`src/hw/rtl/dosn_pkg.sv`:
```
// Shared constants, widths and controller/datapath interface types
// for the difference-over-sum normalizer. No dependencies.
package dosn_pkg;

   localparam int SAMPLE_BITS = 12;
   localparam int MAX_FRAME   = 255;
   localparam int CNT_BITS    = $clog2(MAX_FRAME + 1);
   localparam int SUM_BITS    = SAMPLE_BITS + CNT_BITS;
   localparam int TOTAL_BITS  = SUM_BITS + 1;
   localparam int LEVEL_BITS  = 12;
   localparam int LIMIT_BITS  = CNT_BITS + LEVEL_BITS;
   localparam int NORM_BITS   = 12;
   localparam int QUO_BITS    = NORM_BITS - 1;
   localparam int NUM_BITS    = TOTAL_BITS + QUO_BITS - 1;
   localparam int STEP_BITS   = $clog2(QUO_BITS);
   localparam int CSR_IDX_BITS  = 1;
   localparam int CSR_DATA_BITS = (CNT_BITS > LEVEL_BITS) ? CNT_BITS : LEVEL_BITS;

   localparam logic [QUO_BITS-1:0]   NORM_SCALE         = '1;
   localparam logic [CNT_BITS-1:0]   SAMPLE_COUNT_RESET = CNT_BITS'(10);
   localparam logic [LEVEL_BITS-1:0] LEVEL_RESET        = LEVEL_BITS'(600);

   localparam logic [CSR_IDX_BITS-1:0] CSR_SAMPLE_COUNT = 1'd0;
   localparam logic [CSR_IDX_BITS-1:0] CSR_LEVEL        = 1'd1;

   typedef struct packed {
      logic acc;     // add request samples, count pair
      logic prep;    // capture total, magnitude, threshold; restart frame
      logic mul;     // scale magnitude, load divider
      logic step;    // one quotient bit
      logic finish;  // load response register
   } dp_cmd_type;

   typedef struct packed {
      logic last_pair;
      logic pass;
   } dp_status_type;

endpackage

```
`src/hw/rtl/dosn_datapath.sv`:
```
// Datapath: configuration registers, channel sums, threshold check,
// restoring divider and held response. Depends on dosn_pkg.
module dosn_datapath (
   input  logic                              clock,
   input  logic                              reset,
   input  logic                              csr_we,
   input  logic [dosn_pkg::CSR_IDX_BITS-1:0]  csr_index,
   input  logic [dosn_pkg::CSR_DATA_BITS-1:0] csr_wdata,
   input  logic [dosn_pkg::SAMPLE_BITS-1:0]   sample_a,
   input  logic [dosn_pkg::SAMPLE_BITS-1:0]   sample_b,
   input  dosn_pkg::dp_cmd_type               cmd,
   output dosn_pkg::dp_status_type            status,
   output logic signed [dosn_pkg::NORM_BITS-1:0] norm_value,
   output logic                              updated
);
   import dosn_pkg::*;

   logic [CNT_BITS-1:0]   sc_ff, sc_in;
   logic [LEVEL_BITS-1:0] lvl_ff, lvl_in;
   logic [SUM_BITS-1:0]   sum_a_ff, sum_a_in, sum_b_ff, sum_b_in;
   logic [CNT_BITS-1:0]   cnt_ff, cnt_in;
   logic [TOTAL_BITS-1:0] total_ff, total_in;
   logic [SUM_BITS-1:0]   mag_ff, mag_in;
   logic                  neg_ff, neg_in;
   logic                  pass_ff, pass_in;
   logic [NUM_BITS-1:0]   rem_ff, rem_in, dsr_ff, dsr_in;
   logic [QUO_BITS-1:0]   quo_ff, quo_in;
   logic [NORM_BITS-1:0]  held_ff, held_in;
   logic                  upd_ff, upd_in;

   logic [CNT_BITS-1:0]   eff_n;
   logic [LIMIT_BITS-1:0] limit;
   logic [NORM_BITS-1:0]  quo_ext;

   always_comb begin
      if (sc_ff == '0) begin
         eff_n = CNT_BITS'(1);
      end else if (sc_ff > CNT_BITS'(MAX_FRAME)) begin
         eff_n = CNT_BITS'(MAX_FRAME);
      end else begin
         eff_n = sc_ff;
      end
   end

   assign status.last_pair = ({1'b0, cnt_ff} + (CNT_BITS+1)'(1)) >= {1'b0, eff_n};
   assign status.pass      = pass_ff;

   assign limit   = LIMIT_BITS'(eff_n) * LIMIT_BITS'(lvl_ff);
   assign quo_ext = {1'b0, quo_ff};

   always_comb begin
      sc_in    = sc_ff;
      lvl_in   = lvl_ff;
      sum_a_in = sum_a_ff;
      sum_b_in = sum_b_ff;
      cnt_in   = cnt_ff;
      total_in = total_ff;
      mag_in   = mag_ff;
      neg_in   = neg_ff;
      pass_in  = pass_ff;
      rem_in   = rem_ff;
      dsr_in   = dsr_ff;
      quo_in   = quo_ff;
      held_in  = held_ff;
      upd_in   = upd_ff;

      if (csr_we) begin
         unique case (csr_index)
            CSR_SAMPLE_COUNT: sc_in  = csr_wdata[CNT_BITS-1:0];
            CSR_LEVEL:        lvl_in = csr_wdata[LEVEL_BITS-1:0];
            default: ;
         endcase
      end

      if (cmd.acc) begin
         sum_a_in = sum_a_ff + SUM_BITS'(sample_a);
         sum_b_in = sum_b_ff + SUM_BITS'(sample_b);
         cnt_in   = cnt_ff + CNT_BITS'(1);
      end

      if (cmd.prep) begin
         total_in = TOTAL_BITS'(sum_a_ff) + TOTAL_BITS'(sum_b_ff);
         neg_in   = sum_a_ff < sum_b_ff;
         mag_in   = (sum_a_ff < sum_b_ff) ? sum_b_ff - sum_a_ff : sum_a_ff - sum_b_ff;
         pass_in  = total_in > TOTAL_BITS'(limit);
         sum_a_in = '0;
         sum_b_in = '0;
         cnt_in   = '0;
      end

      if (cmd.mul) begin
         rem_in = NUM_BITS'(mag_ff) * NUM_BITS'(NORM_SCALE);
         dsr_in = NUM_BITS'(total_ff) << (QUO_BITS - 1);
         quo_in = '0;
      end

      if (cmd.step) begin
         if (rem_ff >= dsr_ff) begin
            rem_in = rem_ff - dsr_ff;
            quo_in = {quo_ff[QUO_BITS-2:0], 1'b1};
         end else begin
            quo_in = {quo_ff[QUO_BITS-2:0], 1'b0};
         end
         dsr_in = dsr_ff >> 1;
      end

      if (cmd.finish) begin
         upd_in = pass_ff;
         if (pass_ff) begin
            held_in = neg_ff ? NORM_BITS'(-quo_ext) : quo_ext;
         end
      end
   end

   always_ff @(posedge clock) begin
      if (reset) begin
         sc_ff    <= SAMPLE_COUNT_RESET;
         lvl_ff   <= LEVEL_RESET;
         sum_a_ff <= '0;
         sum_b_ff <= '0;
         cnt_ff   <= '0;
         held_ff  <= '0;
         pass_ff  <= 1'b0;
         upd_ff   <= 1'b0;
      end else begin
         sc_ff    <= sc_in;
         lvl_ff   <= lvl_in;
         sum_a_ff <= sum_a_in;
         sum_b_ff <= sum_b_in;
         cnt_ff   <= cnt_in;
         held_ff  <= held_in;
         pass_ff  <= pass_in;
         upd_ff   <= upd_in;
      end
      total_ff <= total_in;
      mag_ff   <= mag_in;
      neg_ff   <= neg_in;
      rem_ff   <= rem_in;
      dsr_ff   <= dsr_in;
      quo_ff   <= quo_in;
   end

   assign norm_value = held_ff;
   assign updated    = upd_ff;

endmodule

```
`src/hw/rtl/dosn_controller.sv`:
```
// Controller: sequences accumulation, frame-end check, division and
// response handshake. Depends on dosn_pkg.
module dosn_controller (
   input  logic                    clock,
   input  logic                    reset,
   input  logic                    req_valid,
   output logic                    req_ready,
   output logic                    rsp_valid,
   input  logic                    rsp_ready,
   input  dosn_pkg::dp_status_type status,
   output dosn_pkg::dp_cmd_type    cmd
);
   import dosn_pkg::*;

   typedef enum logic [2:0] {IDLE, PREP, MUL, DIV, DONE} state_type;

   state_type            state_ff;
   logic [STEP_BITS-1:0] step_ff;
   logic                 rsp_valid_ff;
   logic                 req_fire;

   // a frame end may only start once the response register is free
   assign req_ready = (state_ff == IDLE) && !(status.last_pair && rsp_valid_ff);
   assign req_fire  = req_valid && req_ready;
   assign rsp_valid = rsp_valid_ff;

   always_comb begin
      cmd        = '0;
      cmd.acc    = req_fire;
      cmd.prep   = (state_ff == PREP);
      cmd.mul    = (state_ff == MUL);
      cmd.step   = (state_ff == DIV);
      cmd.finish = (state_ff == DONE);
   end

   always_ff @(posedge clock) begin
      if (reset) begin
         state_ff     <= IDLE;
         step_ff      <= '0;
         rsp_valid_ff <= 1'b0;
      end else begin
         if (rsp_valid_ff && rsp_ready) begin
            rsp_valid_ff <= 1'b0;
         end
         unique case (state_ff)
            IDLE: begin
               if (req_fire && status.last_pair) begin
                  state_ff <= PREP;
               end
            end
            PREP: begin
               state_ff <= MUL;
            end
            MUL: begin
               step_ff  <= STEP_BITS'(QUO_BITS - 1);
               state_ff <= status.pass ? DIV : DONE;
            end
            DIV: begin
               step_ff <= step_ff - STEP_BITS'(1);
               if (step_ff == '0) begin
                  state_ff <= DONE;
               end
            end
            DONE: begin
               rsp_valid_ff <= 1'b1;
               state_ff     <= IDLE;
            end
            default: state_ff <= IDLE;
         endcase
      end
   end

endmodule

```
`src/hw/rtl/difference_over_sum_normalizer.sv`:
```
// Top level of the difference-over-sum normalizer.
// Instantiates dosn_controller and dosn_datapath; depends on dosn_pkg.
//
// Each request carries one sample pair. The pair that closes a frame (sample_count
// pairs, zero read as one) starts the frame-end sequence: PREP forms the total,
// difference magnitude and threshold test, MUL does the 2047 scaling multiply,
// DIV runs the restoring divider (one quotient bit a cycle, skipped when the
// threshold fails) and DONE loads the response register; no request is taken
// until the sequence is back in IDLE.
// Only frame-closing requests wait for the response register to empty; all
// other pairs are taken while a response is pending.
module difference_over_sum_normalizer (
   input  logic                                  clock,
   input  logic                                  reset,
   input  logic                                  csr_we,
   input  logic [dosn_pkg::CSR_IDX_BITS-1:0]     csr_index,
   input  logic [dosn_pkg::CSR_DATA_BITS-1:0]    csr_wdata,
   input  logic                                  req_valid,
   output logic                                  req_ready,
   input  logic [dosn_pkg::SAMPLE_BITS-1:0]      req_sample_a,
   input  logic [dosn_pkg::SAMPLE_BITS-1:0]      req_sample_b,
   output logic                                  rsp_valid,
   input  logic                                  rsp_ready,
   output logic signed [dosn_pkg::NORM_BITS-1:0] rsp_norm_value,
   output logic                                  rsp_updated
);
   import dosn_pkg::*;

   dp_cmd_type    cmd;
   dp_status_type status;

   dosn_controller u_ctrl (
      .clock     (clock),
      .reset     (reset),
      .req_valid (req_valid),
      .req_ready (req_ready),
      .rsp_valid (rsp_valid),
      .rsp_ready (rsp_ready),
      .status    (status),
      .cmd       (cmd)
   );

   dosn_datapath u_dp (
      .clock      (clock),
      .reset      (reset),
      .csr_we     (csr_we),
      .csr_index  (csr_index),
      .csr_wdata  (csr_wdata),
      .sample_a   (req_sample_a),
      .sample_b   (req_sample_b),
      .cmd        (cmd),
      .status     (status),
      .norm_value (rsp_norm_value),
      .updated    (rsp_updated)
   );

endmodule

```
`config.mk`:
```
export PLATFORM = sky130hd
export DESIGN_NAME = difference_over_sum_normalizer
export DESIGN_NICKNAME = d
export VERILOG_FILES = /design/src/hw/rtl/dosn_pkg.sv /design/src/hw/rtl/dosn_datapath.sv /design/src/hw/rtl/dosn_controller.sv /design/src/hw/rtl/difference_over_sum_normalizer.sv
export SDC_FILE = /design/constraint.sdc
export NUM_CORES = 1
export LEC_CHECK = 0
export BUFFER_PORTS_ARGS = -buffer_cell sky130_fd_sc_hd__buf_2
export CAP_MARGIN = 20
export CORE_UTILIZATION = 50
export DETAILED_ROUTE_END_ITERATION = 6
export GPL_TIMING_DRIVEN = 0
export PLACE_DENSITY_LB_ADDON = 0.1
export SETUP_SLACK_MARGIN = 0.02
export SLEW_MARGIN = 20
export SYNTH_ARGS = -nofsm -noshare
export SYNTH_HDL_FRONTEND = slang
export SYNTH_SLANG_ARGS = --single-unit
```
`constraint.sdc`:
```
create_clock -name clock -period 7 [get_ports clock]
set_clock_uncertainty 0.15 [all_clocks]
set_input_delay 0.35 -clock clock [delete_from_list [all_inputs] [get_ports clock]]
set_output_delay 0.35 -clock clock [all_outputs]
set_load 0.01 [all_outputs]
```
# Word level (Yosys, flattened, before mapping)
# Cells that the tools add are included.
op_classes:
  mux: 19
  order_cmp: 5
  n_reduce_logical: 16
  eq_ne: 6
  n_bitwise: 1
  add_sub_neg: 10
  mul: 2
ops:
  columns: ["cell", "count"]
  rows:
  - ["2-to-1 mux 31 bit", 3]
  - ["2-to-1 mux 30 bit", 2]
  - ["adder 20 x 12 -> 20 bit", 2]
  - ["subtractor 20 bit", 2]
  - ["greater-or-equal comparator 31 bit", 1]
  - ["multiplier 20 x 11 -> 31 bit, second input constant", 1]
  - ["subtractor 31 bit", 1]
  - ["2-to-1 mux 11 bit", 2]
  - ["adder 20 x 20 -> 21 bit", 1]
  - ["greater-than comparator 21 x 20 -> 1 bit", 1]
  - ["less-than comparator 20 bit", 1]
  - ["multiplier 8 x 12 -> 20 bit", 1]
  - ["2-to-1 mux 20 bit", 1]
  - ["2-to-1 mux 8 bit", 2]
  - ["2-to-1 mux 12 bit", 1]
  - ["negator 11 -> 12 bit", 1]
  - ["case mux 3 bit (4 select lines)", 1]
  - ["adder 8 x 1 -> 9 bit, second input constant", 1]
  - ["greater-or-equal comparator 9 x 8 -> 1 bit", 1]
  - ["2-to-1 mux 3 bit", 3]
  - ["adder 8 x 1 -> 8 bit, second input constant", 1]
  - ["greater-than comparator 8 bit, second input constant", 1]
  - ["logical NOT 8 bit", 1]
  - ["case mux 4 bit (2 select lines)", 1]
  - ["15 further kinds", 26]
word_totals:
  register_bits: 205
  inputBits: 42
  output_inout_bits: 15

# Logic depth before layout (Yosys ltp)
logic_depth:
  depth_word: 11
  depth_mapped: 29
  ltp_nobuf: 28

# Cells and area by module
# A second synthesis with hierarchy kept.
unflattened:
  hier_cells: 2444
  area_unflattened_um2: 22023.6
modules_own_cells:
  columns: ["module", "cells_each", "seq_area_each_um2", "area_per_inst_um2", "n_inst"]
  rows:
  - ["dosn_datapath", 2394, 4744.6, 21578.2, 1]
  - ["dosn_controller", 50, 160.2, 445.4, 1]

# Least setup slack after synthesis
# OpenSTA, ideal clock, no wires.
synth_path:
  path_type: "reg-to-reg"
  startpoint: "register u_dp.sc_ff[3]"
  endpoint: "register u_dp.pass_ff"
  path_buffers: 1
  slack_ns: 0.778
  arrival_ns: 5.950
  stages_incl_launch_ff: 28
  required_time_ns: 6.729
  cell_sequence: "dfxtp_1 -> nor4_1 -> a41o_1 -> clkbuf_1 -> nand2_1 -> fa_1 -> inv_1 -> ha_1 -> inv_1 -> fa_1 -> inv_1 -> fa_1 -> a21o_1 -> a21oi_1 -> o21bai_1 -> a21oi_1 -> o21ba_2 -> o21ai_1 -> o41ai_2 -> o2111ai_1 -> a21oi_1 -> xnor2_1 -> ha_1 -> nand2_1 -> or4_1 -> nand2_1 -> o211ai_1 -> o31a_1"
synth_between:
  elab_chain_cells: 5
  word_cells_on_any_way: 6
  classes_between: "mul: 1; order compare: 2; mux: 2; reduce/logical: 1"
synth_rtl:
  columns: ["element", "line_no", "rtl"]
  rows:
  - ["start, declared", "dosn_datapath.sv:18", "logic [CNT_BITS-1:0] sc_ff, sc_in;"]
  - ["start signal, assigned", "dosn_datapath.sv:126", "sc_ff <= sc_in;"]
  - ["greater-than comparator 8 bit", "dosn_datapath.sv:38", "end else if (sc_ff > CNT_BITS'(MAX_FRAME)) begin"]
  - ["2-to-1 mux 8 bit", "dosn_datapath.sv:38", null]
  - ["2-to-1 mux 8 bit (*)", "dosn_datapath.sv:36", "if (sc_ff == '0) begin"]
  - ["multiplier 8 x 12 -> 20 bit (*)", "dosn_datapath.sv:48", "assign limit = LIMIT_BITS'(eff_n) * LIMIT_BITS'(lvl_ff);"]
  - ["greater-than comparator 21 x 20 -> 1 bit (*)", "dosn_datapath.sv:85", "pass_in = total_in > TOTAL_BITS'(limit);"]
  - ["end signal, assigned", "dosn_datapath.sv:132", "pass_ff <= pass_in;"]
  - ["end, declared", "dosn_datapath.sv:25", "logic pass_ff, pass_in;"]
# Every way passes the cells marked *; elsewhere a longest branch is shown, timed or not.
# A chain may end at the register's enable or synchronous reset.

# Worst setup path in the final report
layout_path:
  startpoint: "register u_dp.sc_ff[4]"
  endpoint: "register u_dp.pass_ff"
# The elaborated chain is that of the path after synthesis.

==> flow_summary_export.csv <==
group,metric,value,unit
final_layout,drive_above_1_share,0.0637,
placed_design,gp_congestion,0.935,
route,route.detailed.drc,0,
logic_synthesis,async_reset_ff_frac,0,
route,dr.pass1.iters,4,
grt,grt_busiest_layer,"met2",
critical_path,r2r_slack,0.37,ns
critical_path,r2r_start,"u_dp.sc_ff[4]",
critical_path,worst-path-max-fanout,10,
power,leakagePower,11.1,nW
placed_design,dp_hpwl,43300,um
power,peakVddDrop,0.405,mV
floorplanning,core_area,42200,um2
run_status,status,"completed",
logic_synthesis,synth_ff_type,"dfxtp_1",
grt,grt_pass1_vias,16700,
floorplanning,die_x,209,um
logic_synthesis,syn_area,21500,um2
logic_synthesis,postSynthCellCount,2373,
timing,min_period,6.63,ns
critical_path,crit_arrival,6.89,ns
floorplanning,pin_count,57,
route,wire_per_inst,17.2,um
timing,fin_hold_ws,0.0503,ns
final_layout,antenna_cells,0,
route,routed_wl,52200,um
cts,clk_pin_slew,0.06,ns
floorplanning,die_h,209,um
hold_path,hold_class,"input port to flip-flop",
final_layout,layout_commonest_cell,"inv_1",
route,drt-vias-per-instance,5.48,
critical_path,ff2ff_path_depth,24,
critical_path,worst_setup_path_end_kind,"flip-flop",
timing,fmax,151,MHz
critical_path,cp-start-kind,"flip-flop",
floorplanning,start_util,0.510,
grt,grt_overflow,0,
final_layout,fin_util,0.557,
final_layout,final_nets,2963,
route,vias,16600,
grt,groute.layer.met3.usage,0.0259,
cts,htree_levels,1,
cts,clk_path_buf_depth,3,
floorplanning,rows,75,
grt,use_met2,0.427,
hold_path,hold_end,"u_dp.sum_b_ff[0]",
cts,tritoncts,"built",
logic_synthesis,synth_edf_count,82,
placed_design,dp.cells,2972,
final_layout,final_cells,3034,
cts,clock_latency,0.54,ns
route,antenna_left,0,
critical_path,reg2reg_to,"u_dp.pass_ff",
route,drt_iter0_markers,795,
grt,antenna_found_initial,0,
grt,grt_util_met1,0.322,
logic_synthesis,synth_fp_nets,2859,
grt,grt_pass1_wl,85900,um
timing,hold_viol_final,0,
final_layout,areaGrowthSynthToFinish,9.20,%
critical_path,path_class,"flip-flop to flip-flop",
timing,slew_headroom,0.358,
timing,rsz0062_at_grt,"no",
placed_design,port_buffers,55,
final_layout,fillers,3862,
final_layout,final_cell_mix,"inv_1 (331), ha_1 (253), fa_1 (191)",
timing,post-route-period-util,0.947,
hold_path,min_from,"req_sample_b[0]",
final_layout,postLayoutCellArea,23500,um2
hold_path,holdPathStages,4,
cts,cts_made_buffers,25,
logic_synthesis,avgSynthCellArea,9.07,um2
grt,grt_usage,0.244,
timing,setup_viol,0,
power,powerDensity,377,nW/um2
logic_synthesis,ys_seq_area_frac,0.228,
flow_run,maxCapViolations,0,
placed_design,placed_cell_area,22500,um2
logic_synthesis,ys_seq_elements,204,
critical_path,crit_required,7.26,ns
cts,cts.sinks,204,
cts,ctsRootBufferMaster,"clkbuf_16",
timing,fin_tns_setup,0,ns
timing,tightest_slew,0.963,ns
grt,grt_max_degree,29,
timing,slew_violations,0,
logic_synthesis,ys_types,81,
logic_synthesis,yosysWarnings,0,
floorplanning,die_area,43900,um2
[cell type report]
cell class	count	area [um2]	share of cell area
plain buffers	77	348	0.0148
well taps	539	674	0.0287
inverters	332	1250	0.0530
multi-input cells	1760	15000	0.640
clock inverters	16	136	0.00580
clock buffers	29	641	0.0273
repair buffers	77	500	0.0213
flip-flops and latches	204	4900	0.209
[worst max-delay path by stage]
stage | start | end | slack (ns)
2_1_floorplan | u_dp.sc_ff[3] | u_dp.pass_ff | 0.78
3_3_place_gp | u_dp.sc_ff[3] | u_dp.pass_ff | -0.15
3_5_place_dp | u_dp.sc_ff[3] | u_dp.pass_ff | 0.04
4_1_cts | u_dp.sc_ff[3] | u_dp.pass_ff | 0.22
5_1_grt | u_dp.sc_ff[4] | u_dp.pass_ff | 0.02
6_report | u_dp.sc_ff[4] | u_dp.pass_ff | 0.37
[sequential cells by signal, summed over array words and instances, names as in the netlist, 3 cells and up]
| signal | cells |
|---|---|
| u_ctrl.state_ff | 3 |
| u_ctrl.step_ff | 4 |
| u_dp.cnt_ff | 8 |
| u_dp.dsr_ff | 31 |
| u_dp.lvl_ff | 12 |
| u_dp.mag_ff | 19 |
| u_dp.norm_value | 12 |
| u_dp.quo_ff | 11 |
| u_dp.rem_ff | 31 |
| u_dp.sc_ff | 8 |
| u_dp.sum_a_ff | 20 |
| u_dp.sum_b_ff | 20 |
| u_dp.total_ff | 21 |
[through the flow]
step	setup slack, ns	total power [mW]
final	0.373	8.86
after global routing	0.0203	9.71
after CTS	0.221	8.93
after detailed placement	0.0431	7.64
after global placement	-0.149	7.56
after floorplan	0.778	6.11
[Yosys cell counts, types with 46 or more instances]
cell type | number | area [um2]
inv_1 | 331 | 1240
a21oi_1 | 180 | 901
and2_1 | 77 | 482
fa_1 | 191 | 3820
a21o_1 | 46 | 345
xnor2_1 | 95 | 832
dfxtp_1 | 122 | 2440
ha_1 | 253 | 3170
o21ai_0 | 79 | 395
nand2_1 | 176 | 661
edfxtp_1 | 82 | 2460
clkbuf_1 | 54 | 203
nor2_1 | 155 | 582
[report_power, final]
part | leakage [nW] | switching (mW) | internal [mW]
Combinational | 8.94 | 3.61 | 2.57
Clock | 0.386 | 0.510 | 0.728
Sequential | 1.77 | 0.0912 | 1.35
Total | 11.1 | 4.21 | 4.65
[routing by layer]
| layer | wire, um | part of all wire |
|---|---|---|
| met3 | 1980 | 0.038 |
| met4 | 1350 | 0.026 |
| met5 | 0 | 0 |
| met1 | 23700 | 0.45 |
| met2 | 25200 | 0.48 |
[critical path, cell delays in order (launching register included)]
cell      delay (ns)
dfxtp_1         0.46
buf_1           0.40
nand2_1         0.14
fa_1            0.51
fa_1            0.49
inv_1           0.06
fa_1            0.52
inv_1           0.06
fa_1            0.53
inv_1           0.04
ha_1            0.31
a21oi_1         0.22
o21ba_2         0.18
o21ai_1         0.11
o41ai_2         0.39
o21bai_1        0.11
a21oi_1         0.19
xor2_1          0.11
ha_1            0.31
and3_1          0.15
nand3_1         0.10
or4_1           0.54
nand2_1         0.09
o211ai_1        0.08
o31a_1          0.24
[timing repair]
item	4_1_cts	5_1_grt
buffers inserted	0	1
pin swaps	0	1
setup endpoints to repair	1	1
resized for setup	1	6
hold buffers	16	0
hold endpoints to repair	21	0
cloned	0	0
[cells by family after synthesis]
| family | synth area share |
|---|---|
| multiplexers | 0.0254 |
| AND/OR/NAND/NOR | 0.140 |
| XOR/XNOR | 0.0566 |
| AO/OA/AOI/OAI | 0.151 |
| flip-flops | 0.228 |
| adder cells (fa/ha/maj) | 0.325 |
| buffers and inverters | 0.0738 |
Note: power is estimated with default switching activity, not from simulation.
